## src/rtl/rkfc_pkg.sv

```systemverilog
// ----------------------------------------------------------------------------
// rkfc_pkg
// Types, constants and the CRC-16 helper for the key frame checker.
// ----------------------------------------------------------------------------
package rkfc_pkg;

   localparam int ANTENNA_COUNT_DEF = 4;
   localparam int SAMPLE_DEPTH_DEF  = 5;

   localparam int FRAME_BITS  = 24;
   localparam int CSR_INDEX_W = 4;
   localparam int CSR_DATA_W  = 16;

   localparam logic [15:0] CRC_INIT = 16'hFFFF;
   localparam logic [15:0] CRC_POLY = 16'h1021;

   localparam logic [7:0] ANT_HDR_FIRST = 8'hA2;
   localparam logic [7:0] ANT_HDR_LAST  = 8'hA5;

   localparam logic [15:0] DUP_WINDOW_RST = 16'd80;
   localparam logic [7:0]  KEY_HEADER_RST = 8'h84;
   localparam logic [7:0]  UNLOCK_RST     = 8'h63;
   localparam logic [7:0]  LOCK_RST       = 8'h62;

   typedef enum logic [2:0] {
      ST_KEY_CRC_FAIL   = 3'd0,
      ST_OTHER_CRC_FAIL = 3'd1,
      ST_UNLOCK         = 3'd2,
      ST_LOCK           = 3'd3,
      ST_UNKNOWN_CMD    = 3'd4,
      ST_RSSI_STORED    = 3'd5,
      ST_RSSI_DUP       = 3'd6,
      ST_UNRECOGNIZED   = 3'd7
   } status_type;

   typedef enum logic [CSR_INDEX_W-1:0] {
      CSR_DUP_WINDOW = 4'd0,
      CSR_KEY_HEADER = 4'd1,
      CSR_UNLOCK     = 4'd2,
      CSR_LOCK       = 4'd3
   } csr_index_type;

   // one antenna table entry
   typedef struct packed {
      logic [15:0] level;
      logic [31:0] seen_ms;
      logic [2:0]  count;
   } entry_type;

   localparam int ENTRY_W = $bits(entry_type);

   // frame classification handed from decode to the table update
   typedef struct packed {
      status_type  status;
      logic        is_rssi;
      logic [1:0]  ant_off;
   } decode_type;

   typedef struct packed {
      status_type  status;
      logic [2:0]  antenna_number;
      logic [15:0] rssi_value;
      logic [2:0]  sample_count;
   } result_type;

   // bit-serial crc, msb first; only evaluated at elaboration
   function automatic logic [15:0] crc_serial(input logic [FRAME_BITS-1:0] data,
                                             input logic [15:0] init);
      logic [15:0] crc;
      logic        fb;
      crc = init;
      for (int k = FRAME_BITS - 1; k >= 0; k--) begin
         fb  = crc[15] ^ data[k];
         crc = {crc[14:0], 1'b0} ^ (fb ? CRC_POLY : 16'h0000);
      end
      return crc;
   endfunction

endpackage

```

## src/rtl/rkfc_decode.sv

```systemverilog
// ----------------------------------------------------------------------------
// rkfc_decode
// CRC check over the first three frame bytes and frame classification.
// ----------------------------------------------------------------------------
module rkfc_decode #(
   parameter int ANTENNA_COUNT = rkfc_pkg::ANTENNA_COUNT_DEF
) (
   input  logic                   [7:0] header_byte,
   input  logic                   [7:0] payload_low,
   input  logic                   [7:0] payload_high,
   input  logic                   [7:0] check_low,
   input  logic                   [7:0] check_high,
   input  logic                   [7:0] key_header,
   input  logic                   [7:0] unlock_code,
   input  logic                   [7:0] lock_code,
   output rkfc_pkg::decode_type         dec
);

   localparam int NB = rkfc_pkg::FRAME_BITS;
   // crc is linear: init contribution plus one column per set data bit
   localparam logic [15:0] CRC_BASE = rkfc_pkg::crc_serial('0, rkfc_pkg::CRC_INIT);

   logic [NB-1:0] frame_bits;
   logic [15:0]   crc_term [NB];
   logic [15:0]   crc;
   logic          crc_ok;
   logic          is_key;
   logic          in_hdr_range;
   logic [7:0]    hdr_off;
   logic          in_count;

   assign frame_bits = {header_byte, payload_low, payload_high};

   for (genvar i = 0; i < NB; i++) begin : g_col
      localparam logic [NB-1:0] ONE_BIT = NB'(1) << i;
      localparam logic [15:0]   COL     = rkfc_pkg::crc_serial(ONE_BIT, 16'h0000);
      assign crc_term[i] = frame_bits[i] ? COL : 16'h0000;
   end

   always_comb begin
      crc = CRC_BASE;
      for (int i = 0; i < NB; i++) begin
         crc = crc ^ crc_term[i];
      end
   end

   assign crc_ok       = (crc == {check_high, check_low});
   assign is_key       = (header_byte == key_header);
   assign in_hdr_range = (header_byte >= rkfc_pkg::ANT_HDR_FIRST) &&
                         (header_byte <= rkfc_pkg::ANT_HDR_LAST);
   assign hdr_off      = header_byte - rkfc_pkg::ANT_HDR_FIRST;
   assign in_count     = ({1'b0, hdr_off[1:0]} < 3'(ANTENNA_COUNT));

   always_comb begin
      dec.is_rssi = 1'b0;
      dec.ant_off = hdr_off[1:0];
      if (!crc_ok) begin
         dec.status = is_key ? rkfc_pkg::ST_KEY_CRC_FAIL : rkfc_pkg::ST_OTHER_CRC_FAIL;
      end else if (is_key) begin
         // unlock is tested before lock
         if (payload_low == unlock_code) begin
            dec.status = rkfc_pkg::ST_UNLOCK;
         end else if (payload_high == lock_code) begin
            dec.status = rkfc_pkg::ST_LOCK;
         end else begin
            dec.status = rkfc_pkg::ST_UNKNOWN_CMD;
         end
      end else if (in_hdr_range && in_count) begin
         dec.status  = rkfc_pkg::ST_RSSI_STORED;
         dec.is_rssi = 1'b1;
      end else begin
         dec.status = rkfc_pkg::ST_UNRECOGNIZED;
      end
   end

endmodule

```

## config.mk

```make
export PLATFORM = sky130hd
export DESIGN_NAME = rkfc_decode
export DESIGN_NICKNAME = d
export VERILOG_FILES = /design/src/rtl/rkfc_pkg.sv /design/src/rtl/rkfc_decode.sv
export SDC_FILE = /design/constraint.sdc
export NUM_CORES = 1
export LEC_CHECK = 0
export ABC_AREA = 0
export BUFFER_PORTS_ARGS = -buffer_cell sky130_fd_sc_hd__buf_2
export CORE_MARGIN = 2
export CORE_UTILIZATION = 39
export DETAILED_ROUTE_END_ITERATION = 10
export GPL_ROUTABILITY_DRIVEN = 1
export PLACE_DENSITY = 0.71
export SLEW_MARGIN = 20
export SYNTH_ARGS = -nofsm -noshare
export SYNTH_HDL_FRONTEND = slang
export SYNTH_SLANG_ARGS = --single-unit
```

## constraint.sdc

```tcl
create_clock -name vclk -period 6.55
set_input_delay 0.655 -clock vclk [all_inputs]
set_output_delay 0.655 -clock vclk [all_outputs]
set_load 0.01 [all_outputs]
```

==> PnR_summary.wiki, run 1 <==
{| class="wikitable"
! Metric !! Value
|-
| Hold Slack || 1.63 ns
|-
| CP Class || in2out
|-
| Slew HR || 0.723
|-
| Count of antenna diodes in the layout || 0
|-
| VDD IR-drop max || 66.1 µV
|-
| Chip Width || 62.9 µm
|-
| Sequential area share after synthesis || 0
|-
| Power density over the cells || 126 nW/µm²
|-
| Core footprint || 3340 µm²
|-
| Cell count after synthesis || 139
|-
| Maximum operating frequency || 0.296 GHz
|-
| First-pass GRT wire length || 5360 µm
|-
| Synth unique cells || 32
|-
| HPWL Detailed || 2990 µm
|-
| Detailed Route Iter0 Violations || 32
|-
| Count of endpoints failing hold in the final timing report || 0
|-
| Largest net degree at the start of global routing || 8
|-
| Layout Nets || 266
|-
| Post-synthesis instance area || 1350 µm²
|-
| Share of the synthesized area in the top cell type || 0.291
|-
| Number of ports placed on the die boundary || 70
|-
| Synthesized net count || 203
|-
| Antenna violations before repair || 0
|-
| Routed len/inst || 13.6 µm
|-
| Average vias per placed instance || 4.64
|-
| Layout cells sized above 1 || 0.390
|-
| Site Rows || 21
|-
| Die area || 3960 µm²
|-
| CTS Hold Bufs || 0
|-
| Chip Height || 62.9 µm
|-
| Leak Pwr || 0.846 nW
|-
| DRT antenna net count || 0
|-
| Worst path required time || 5.89 ns
|-
| Final weighted congestion of routability-driven global placement || 0.867
|-
| Overall fraction of global-route tracks in use || 0.170
|-
| Final critical-path share of the clock period || 0.515
|-
| Yosys warnings || 0
|-
| Most used standard cells in the synthesized netlist || 45 x xnor2_1, 29 x xor2_1, 14 x xnor3_1
|-
| Crit path max fanout || 7
|-
| Largest area contributor in the synthesized netlist || xnor2_1
|-
| Max-capacitance violation count || 0
|-
| Starting density of the core || 0.405
|-
| Run status || finished clean
|-
| Final number of max-transition violations || 0
|-
| Count of sequential standard cells || 0
|-
| PnR Total Power || 0.215 mW
|-
| DRC || 0
|-
| Slew @ Worst Pin || 0.413 ns
|-
| Endpoint arrival time on the critical path || 2.72 ns
|-
| Routed wire length || 3350 µm
|-
| Count of input and output buffers || 70
|-
| Min-Delay Path Class || in2out
|-
| Area added between synthesis and finish || 26.5%
|-
| Endpoint class of the critical path || output port
|-
| Setup repair after global routing missed its margin || no
|-
| Synth top area cells || xnor2_1 29%, xnor3_1 23%, xor2_1 19%
|-
| Total setup violations reported at the end of the flow || 0
|-
| Setup bufs post-CTS || 0
|-
| GRT Residual Overflow || 0
|-
| Final-layout clock buffer total || 0
|-
| Routed vias || 1141
|-
| Fillcell total || 344
|-
| Number of global-route vias before repair || 1138
|-
| Top-count cell post-synth || xnor2_1
|-
| Area taken by multi-input logic gates || 1300 µm²
|-
| Footprint of the flip-flops and latches || 0 µm²
|-
| Synthesized area per cell || 9.73 µm²
|-
| Post-CTS sizing || 0
|-
| DR pass1 iterations || 4
|-
| Type of element launching the critical path || input port
|-
| Total Negative Setup Slacks || 0 ns
|-
| Crit path time final || 3.38 ns
|}
-- power breakdown --
part / total (mW) / switching (mW) / internal (mW) / leakage [nW]
sequential: 0 / 0 / 0 / 0
combinational: 0.215 / 0.0928 / 0.122 / 0.846
clock: 0 / 0 / 0 / 0
total: 0.215 / 0.0928 / 0.122 / 0.846
-- logic make-up (layout without fill, tap and decap cells) --
group           Yosys count  in the layout  share of synthesized area
mux                       2              2                     0.0148
compound gates            5              5                     0.0222
xor+xnor                 92             92                      0.777
simple gates             30             30                      0.146
buf+inv                  10             71                     0.0398
-- path summary, 6_finish.rpt --
kind / slack (ns) / endpoint / start / cells after the start
min: 1.63 / dec[0] / header_byte[0] / 2
max: 3.17 / dec[4] / header_byte[0] / 8
-- critical path: stages --
cell     delay [ns]
buf_2          0.19
xnor3_1        0.38
xnor3_1        0.38
or2b_2         0.29
mux2i_1        0.16
nand4_2        0.20
nor4b_2        0.29
buf_2          0.16
-- per-stage QoR --
step | setup WS (ns) | instances | area, µm² | util
6_report | 3.17 | 246 | 1710 | 0.513
2_1_floorplan | 3.38 | 139 | 1350 | -
3_5_place_dp | 3.17 | 246 | 1710 | 0.513
4_1_cts | 3.17 | 246 | 1710 | 0.513
5_1_grt | 3.02 | 246 | 1710 | 0.513
3_3_place_gp | 3.20 | 246 | 1710 | 0.513
-- final cells by class --
class,count,share of cell area
multi-input cells,129,0.759
repair buffers,70,0.205
well taps,46,0.0337
inverters,1,0.00219
-- per-layer routing --
metal / wire length (µm) / global-route usage / vias to the layer above
met5: 0 / 0 / -
met1: 1610 / 0.248 / 511
li1: - / - / 586
met2: 1540 / 0.285 / 41
met3: 155 / 0.00721 / 3
met4: 35 / 0.0167 / 0
-- cell usage in the layout (no fill, tap or decap) --
master,count
xnor2_1,45
xor2_1,29
nor2_2,1
xnor2_2,1
and2b_1,1
or2_0,1
nor3_1,4
nor4b_2,1
nor4_1,4
or2b_2,1
mux2i_1,2
o21bai_1,1
nor2_1,3
nor4b_1,1
nand3b_1,1
nand4_1,4
and3_4,1
xnor3_2,1
a21oi_1,1
or2b_1,1
nand3_2,1
o21ai_0,2
a21o_1,1
nand2_1,4
inv_1,1
xnor3_1,14
xor3_1,2
buf_2,70
nand4_2,1
Power figures use the tool's default switching activity.
==> run 2: changes to the inputs <==
--- a/config.mk
+++ b/config.mk
@@ -5,13 +5,12 @@
 export SDC_FILE = /design/constraint.sdc
 export NUM_CORES = 1
 export LEC_CHECK = 0
-export ABC_AREA = 0
+export ABC_AREA = 1
 export BUFFER_PORTS_ARGS = -buffer_cell sky130_fd_sc_hd__buf_2
 export CORE_MARGIN = 2
 export CORE_UTILIZATION = 39
 export DETAILED_ROUTE_END_ITERATION = 10
 export GPL_ROUTABILITY_DRIVEN = 1
-export PLACE_DENSITY = 0.71
 export SLEW_MARGIN = 20
 export SYNTH_ARGS = -nofsm -noshare
 export SYNTH_HDL_FRONTEND = slang
==> constraint.sdc (replaced) <==
create_clock -name vclk -period 3.42
set_input_delay 0.342 -clock vclk [all_inputs]
set_output_delay 0.342 -clock vclk [all_outputs]
set_load 0.01 [all_outputs]
==> PnR_summary.wiki, run 2 <==
{| class="wikitable"
! Metric !! Value
|-
| Layout cells sized above 1 || 0.184 (was 0.390)
|-
| Post-CTS sizing || 0 (unchanged)
|-
| HPWL Detailed || 6880 µm (was 2990 µm)
|-
| Detailed Route Iter0 Violations || 196 (was 32)
|-
| Critical path capture point || dec[2] (was dec[4])
|-
| Setup repair after global routing missed its margin || no (unchanged)
|-
| Largest net degree at the start of global routing || 13 (was 8)
|-
| GRT Residual Overflow || 0 (unchanged)
|-
| Leak Pwr || 1.88 nW (was 0.846 nW)
|-
| Starting density of the core || 0.398 (was 0.405)
|-
| Synthesized net count || 603 (was 203)
|-
| Total Negative Setup Slacks || 0 ns (unchanged)
|-
| Final critical-path share of the clock period || 0.784
|-
| Footprint of the flip-flops and latches || 0 µm² (unchanged)
|-
| DRT antenna net count || 0 (unchanged)
|-
| Most used standard cells in the synthesized netlist || 280 x nand2_1, 54 x nand3_1, 53 x inv_1, 34 x nor2_1, 26 x xor2_1 (was 45 x xnor2_1, 29 x xor2_1, 14 x xnor3_1)
|-
| Layout Nets || 657 (was 266)
|-
| VDD IR-drop max || 87.6 µV (was 66.1 µV)
|-
| Routed vias || 3248 (was 1141)
|-
| Cell count of the worst hold path || 2 (unchanged)
|-
| Site Rows || 29 (was 21)
|-
| Share of the synthesized area in the top cell type || 0.424 (was 0.291)
|-
| Final weighted congestion of routability-driven global placement || 0.959 (was 0.867)
|-
| Overall fraction of global-route tracks in use || 0.221 (was 0.170)
|-
| Crit path max fanout || 12 (was 7)
|-
| Area added between synthesis and finish || 13.4% (was 26.5%)
|-
| Crit path time final || 2.68 ns
|-
| DRC || 0 (unchanged)
|-
| Min-Delay Path Class || in2out (unchanged)
|-
| Synth top area cells || nand2_1 42%, nand3_1 11%, xor2_1 9.2% (was xnor2_1 29%, xnor3_1 23%, xor2_1 19%)
|-
| Dpl cells || 668 (was 246)
|-
| Number of ports placed on the die boundary || 70 (unchanged)
|-
| Non-filler instance count after layout || 668 (was 246)
|-
| Largest area contributor in the synthesized netlist || nand2_1 (was xnor2_1)
|-
| Type of element launching the critical path || input port (unchanged)
|-
| Chain of cells forming the critical path || buf_2 > inv_1 > nand2_1 > nand2_2 > inv_2 > nand2_1 > nand2_1 > nand2_1 > nand2_1 > nand2_1 > nand2_1 > nand3_1 > nor2_1 > nand3_2 > nor2_1 > buf_2 (was buf_2 > xnor3_1 > xnor3_1 > or2b_2 > mux2i_1 > nand4_2 > nor4b_2 > buf_2)
|-
| Final-layout clock buffer total || 0 (unchanged)
|-
| Worst path required time || 3.08 ns (was 5.89 ns)
|-
| Count of sequential standard cells || 0 (unchanged)
|-
| Yosys warnings || 0 (unchanged)
|-
| Synth unique cells || 24 (was 32)
|-
| Count of endpoints failing hold in the final timing report || 0 (unchanged)
|-
| Number of global-route vias before repair || 2798 (was 1138)
|-
| Total setup violations reported at the end of the flow || 0 (unchanged)
|-
| Chip Width || 83.8 µm (was 62.9 µm)
|-
| Count of antenna diodes in the layout || 0 (unchanged)
|-
| Slew @ Worst Pin || 0.334 ns (was 0.413 ns)
|-
| Chip Height || 83.8 µm (was 62.9 µm)
|-
| Setup bufs post-CTS || 0 (unchanged)
|-
| Slew HR || 0.777 (was 0.723)
|-
| Post-synthesis instance area || 2480 µm² (was 1350 µm²)
|-
| Sequential area share after synthesis || 0 (unchanged)
|-
| Top-count cell post-synth || nand2_1 (was xnor2_1)
|-
| Die area || 7020 µm² (was 3960 µm²)
|-
| Run status || finished clean (unchanged)
|-
| Maximum operating frequency || 0.373 GHz
|-
| Most frequent standard cell in the layout excluding fill and tap cells || nand2_1 (was buf_2)
|-
| Core footprint || 6240 µm² (was 3340 µm²)
|-
| Endpoint arrival time on the critical path || 2.34 ns (was 2.72 ns)
|-
| DR pass1 iterations || 5 (was 4)
|-
| Start point of the critical path || header_byte[6] (was header_byte[0])
|-
| Endpoint class of the critical path || output port (unchanged)
|-
| First-pass GRT wire length || 13000 µm (was 5360 µm)
|-
| Synthesized area per cell || 4.60 µm² (was 9.73 µm²)
|-
| CP Class || in2out (unchanged)
|-
| Most used cells in the layout excluding fill and tap cells || 280 x nand2_1, 70 x buf_2, 54 x nand3_1, 53 x inv_1, 34 x nor2_1 (was 70 x buf_2, 45 x xnor2_1, 29 x xor2_1, 14 x xnor3_1)
|-
| CTS Hold Bufs || 0 (unchanged)
|-
| Worst path max stage delay || 0.29 ns (was 0.38 ns)
|-
| Antenna violations before repair || 0 (unchanged)
|-
| Cell count after synthesis || 539 (was 139)
|-
| Routed wire length || 7850 µm (was 3350 µm)
|-
| Power density over the cells || 157 nW/µm² (was 126 nW/µm²)
|-
| PnR Total Power || 0.441 mW (was 0.215 mW)
|-
| Routed len/inst || 11.7 µm (was 13.6 µm)
|-
| Cell repeated most along the worst path || nand2_1
|-
| Highest-delay cell along the critical path || buf_2 (was xnor3_1)
|-
| Max-capacitance violation count || 0 (unchanged)
|-
| Count of input and output buffers || 70 (unchanged)
|-
| Average vias per placed instance || 4.86 (was 4.64)
|-
| Final number of max-transition violations || 0 (unchanged)
|}
## run 2: worst min path at each step
stage | end | slack [ns] | start
after global routing | dec[0] | 1.02 | header_byte[0]
after floorplan | dec[0] | 0.78 | header_byte[0]
after detailed placement | dec[0] | 1.01 | header_byte[0]
final | dec[0] | 1.00 | header_byte[0]
after global placement | dec[0] | 1.01 | header_byte[0]
after CTS | dec[0] | 1.01 | header_byte[0]
## run 2: layout make-up
type                       count  area (µm²)
multi-input combinational    456        2120
timing repair buffer          70         350
inverter                      65         246
fill                         737        3430
tap                           77        96.3
## run 2: cells by family after synthesis
| group | Yosys count | share of synthesized area |
|---|---|---|
| AOI/OAI and AO/OA | 6 | 0.0131 |
| xor gates and xnor gates | 39 | 0.138 |
| and+or+nand+nor | 411 | 0.703 |
| buffers and inverters | 83 | 0.146 |
## run 2: worst max-delay path: cells and delay by family
kind / cells / cell delay (ns)
buf+inv: 4 / 0.75
simple gates: 12 / 1.24
## run 2: layer usage
| layer | track usage | routed length [µm] | vias up | part of all wire |
|---|---|---|---|---|
| met5 | 0 | 0 | - | 0 |
| met4 | 0.0381 | 118 | 0 | 0.015 |
| met3 | 0.0148 | 532 | 8 | 0.068 |
| met2 | 0.380 | 3560 | 116 | 0.45 |
| met1 | 0.308 | 3640 | 1380 | 0.46 |
| li1 | - | - | 1744 | - |
## run 2: through the flow
stage | util | area (µm²) | hold WS (ns) | setup slack (ns)
after floorplan | - | 2480 | 0.776 | 1.49
after global placement | 0.451 | 2810 | 1.01 | 0.808
after detailed placement | 0.451 | 2810 | 1.01 | 0.771
after CTS | 0.451 | 2810 | 1.01 | 0.770
after global routing | 0.451 | 2810 | 1.02 | 0.514
final | 0.451 | 2810 | 1.00 | 0.738
## run 2: where the power goes
| part | leakage, nW | internal, mW | total [mW] | switching (mW) |
|---|---|---|---|---|
| Sequential | 0 | 0 | 0 | 0 |
| Clock | 0 | 0 | 0 | 0 |
| Combinational | 1.88 | 0.161 | 0.441 | 0.280 |
==> run 3: changes to the inputs <==
==> constraint.sdc (replaced) <==
create_clock -name vclk -period 2.48
set_input_delay 0.248 -clock vclk [all_inputs]
set_output_delay 0.248 -clock vclk [all_outputs]
set_load 0.01 [all_outputs]
==> PnR_summary.wiki, run 3 (synthesized netlist as in run 2, its figures left out) <==
{| class="wikitable"
! Metric !! Value
|-
| Run status || finished clean (unchanged)
|-
| Routed vias || 3312 (was 3248)
|-
| CTS Hold Bufs || 0 (unchanged)
|-
| HPWL Detailed || 6970 µm (was 6880 µm)
|-
| First-pass GRT wire length || 13600 µm (was 13000 µm)
|-
| Dpl cells || 669 (was 668)
|-
| Overall fraction of global-route tracks in use || 0.232 (was 0.221)
|-
| Type of element launching the critical path || input port (unchanged)
|-
| Footprint of the flip-flops and latches || 0 µm² (unchanged)
|-
| Non-filler instance count after layout || 669 (was 668)
|-
| Core footprint || 6240 µm² (unchanged)
|-
| DRT antenna net count || 0 (unchanged)
|-
| Die area || 7020 µm² (unchanged)
|-
| GRT Residual Overflow || 0 (unchanged)
|-
| Count of sequential standard cells || 0 (unchanged)
|-
| Count of endpoints failing hold in the final timing report || 0 (unchanged)
|-
| Max-capacitance violation count || 0 (unchanged)
|-
| VDD IR-drop max || 85.3 µV (was 87.6 µV)
|-
| Maximum operating frequency || 0.440 GHz
|-
| DR pass1 iterations || 5 (unchanged)
|-
| Routed len/inst || 12.4 µm (was 11.7 µm)
|-
| Site Rows || 29 (unchanged)
|-
| Antenna violations before repair || 0 (unchanged)
|-
| Chip Height || 83.8 µm (unchanged)
|-
| Leak Pwr || 1.88 nW (about the same)
|-
| Final weighted congestion of routability-driven global placement || 0.932 (was 0.959)
|-
| Average vias per placed instance || 4.95 (was 4.86)
|-
| Worst path required time || 2.23 ns (was 3.08 ns)
|-
| Crit path max fanout || 10 (was 12)
|-
| Area added between synthesis and finish || 13.7% (was 13.4%)
|-
| Count of antenna diodes in the layout || 0 (unchanged)
|-
| Total setup violations reported at the end of the flow || 0 (unchanged)
|-
| Final critical-path share of the clock period || 0.917
|-
| Final-layout clock buffer total || 0 (unchanged)
|-
| Chip Width || 83.8 µm (unchanged)
|-
| Slew @ Worst Pin || 0.333 ns (was 0.334 ns)
|-
| Starting density of the core || 0.398 (unchanged)
|-
| Largest net degree at the start of global routing || 11 (was 13)
|-
| Total Negative Setup Slacks || 0 ns (unchanged)
|-
| Min-Delay Path Class || in2out (unchanged)
|-
| CP Class || in2out (unchanged)
|-
| Power density over the cells || 218 nW/µm² (was 157 nW/µm²)
|-
| Detailed Route Iter0 Violations || 160 (was 196)
|-
| Setup repair after global routing missed its margin || no (unchanged)
|-
| Slew HR || 0.778 (was 0.777)
|-
| Endpoint arrival time on the critical path || 2.03 ns (was 2.34 ns)
|-
| Final number of max-transition violations || 0 (unchanged)
|-
| Fillcell total || 730 (was 737)
|-
| Crit path time final || 2.28 ns
|-
| Layout Nets || 658 (was 657)
|-
| Most used cells in the layout excluding fill and tap cells || 280 x nand2_1, 70 x buf_2, 54 x nand3_1, 51 x inv_1, 34 x nor2_1 (was 280 x nand2_1, 70 x buf_2, 54 x nand3_1, 53 x inv_1, 34 x nor2_1)
|-
| Most frequent standard cell in the layout excluding fill and tap cells || nand2_1 (unchanged)
|-
| Layout cells sized above 1 || 0.189 (was 0.184)
|-
| Area taken by multi-input logic gates || 2120 µm² (unchanged)
|-
| Endpoint class of the critical path || output port (unchanged)
|-
| Count of input and output buffers || 70 (unchanged)
|-
| DRC || 0 (unchanged)
|-
| Number of global-route vias before repair || 2968 (was 2798)
|-
| Number of ports placed on the die boundary || 70 (unchanged)
|-
| Routed wire length || 8270 µm (was 7850 µm)
|}
-- run 3: timing repair --
action / 4_1_cts / 5_1_grt
resized for setup: 0 / 2
endpoints found under the setup margin: 0 / 2
setup buffers: 0 / 0
-- run 3: per-layer routing --
layer	part of all wire	vias up	wire [µm]	global-route usage
li1	-	1736	-	-
met2	0.47	111	3900	0.429
met4	0.011	0	92	0.0308
met5	0	-	0	0
met1	0.46	1459	3790	0.306
met3	0.059	6	491	0.00495
-- run 3: final cells by class --
type	instances	share of cell area
Timing Repair Buffer	71	0.127
Inverter	65	0.0874
Tap cell	77	0.0342
Multi-Input combinational cell	456	0.752
-- run 3: path summary, 6_finish.rpt --
path / endpoint / slack, ns / cells past startpoint / from
hold / removal: dec[0] / 0.82 / 2 / header_byte[0]
setup / recovery: dec[5] / 0.20 / 14 / header_byte[2]
-- run 3: power breakdown --
group	switching [mW]	total (mW)	internal (mW)
logic	0.391	0.614	0.223
registers	0	0	0
clock network	0	0	0
total	0.391	0.614	0.223
-- run 3: stage by stage --
step / hold slack (ns) / total power [mW] / util / area, µm² / setup slack [ns]
after floorplan: 0.588 / 0.449 / - / 2480 / 0.739
after global placement: 0.814 / 0.601 / 0.452 / 2820 / 0.241
after detailed placement: 0.816 / 0.606 / 0.452 / 2820 / 0.184
after CTS: 0.816 / 0.609 / 0.452 / 2820 / 0.177
after global routing: 0.827 / 0.698 / 0.452 / 2820 / 0.00585
final: 0.816 / 0.614 / 0.452 / 2820 / 0.205
-- run 3: critical path, stage by stage --
cell and delay (ns):
buf_2 0.29, inv_2 0.16, nand2_2 0.14, nand3_2 0.13, nand2_2 0.11, nand2_1 0.07
nand2_1 0.06, nand2_1 0.05, nand2_1 0.05, nand3_1 0.16, nor2_1 0.20, nand3_2 0.12
nor2_1 0.10, buf_2 0.13
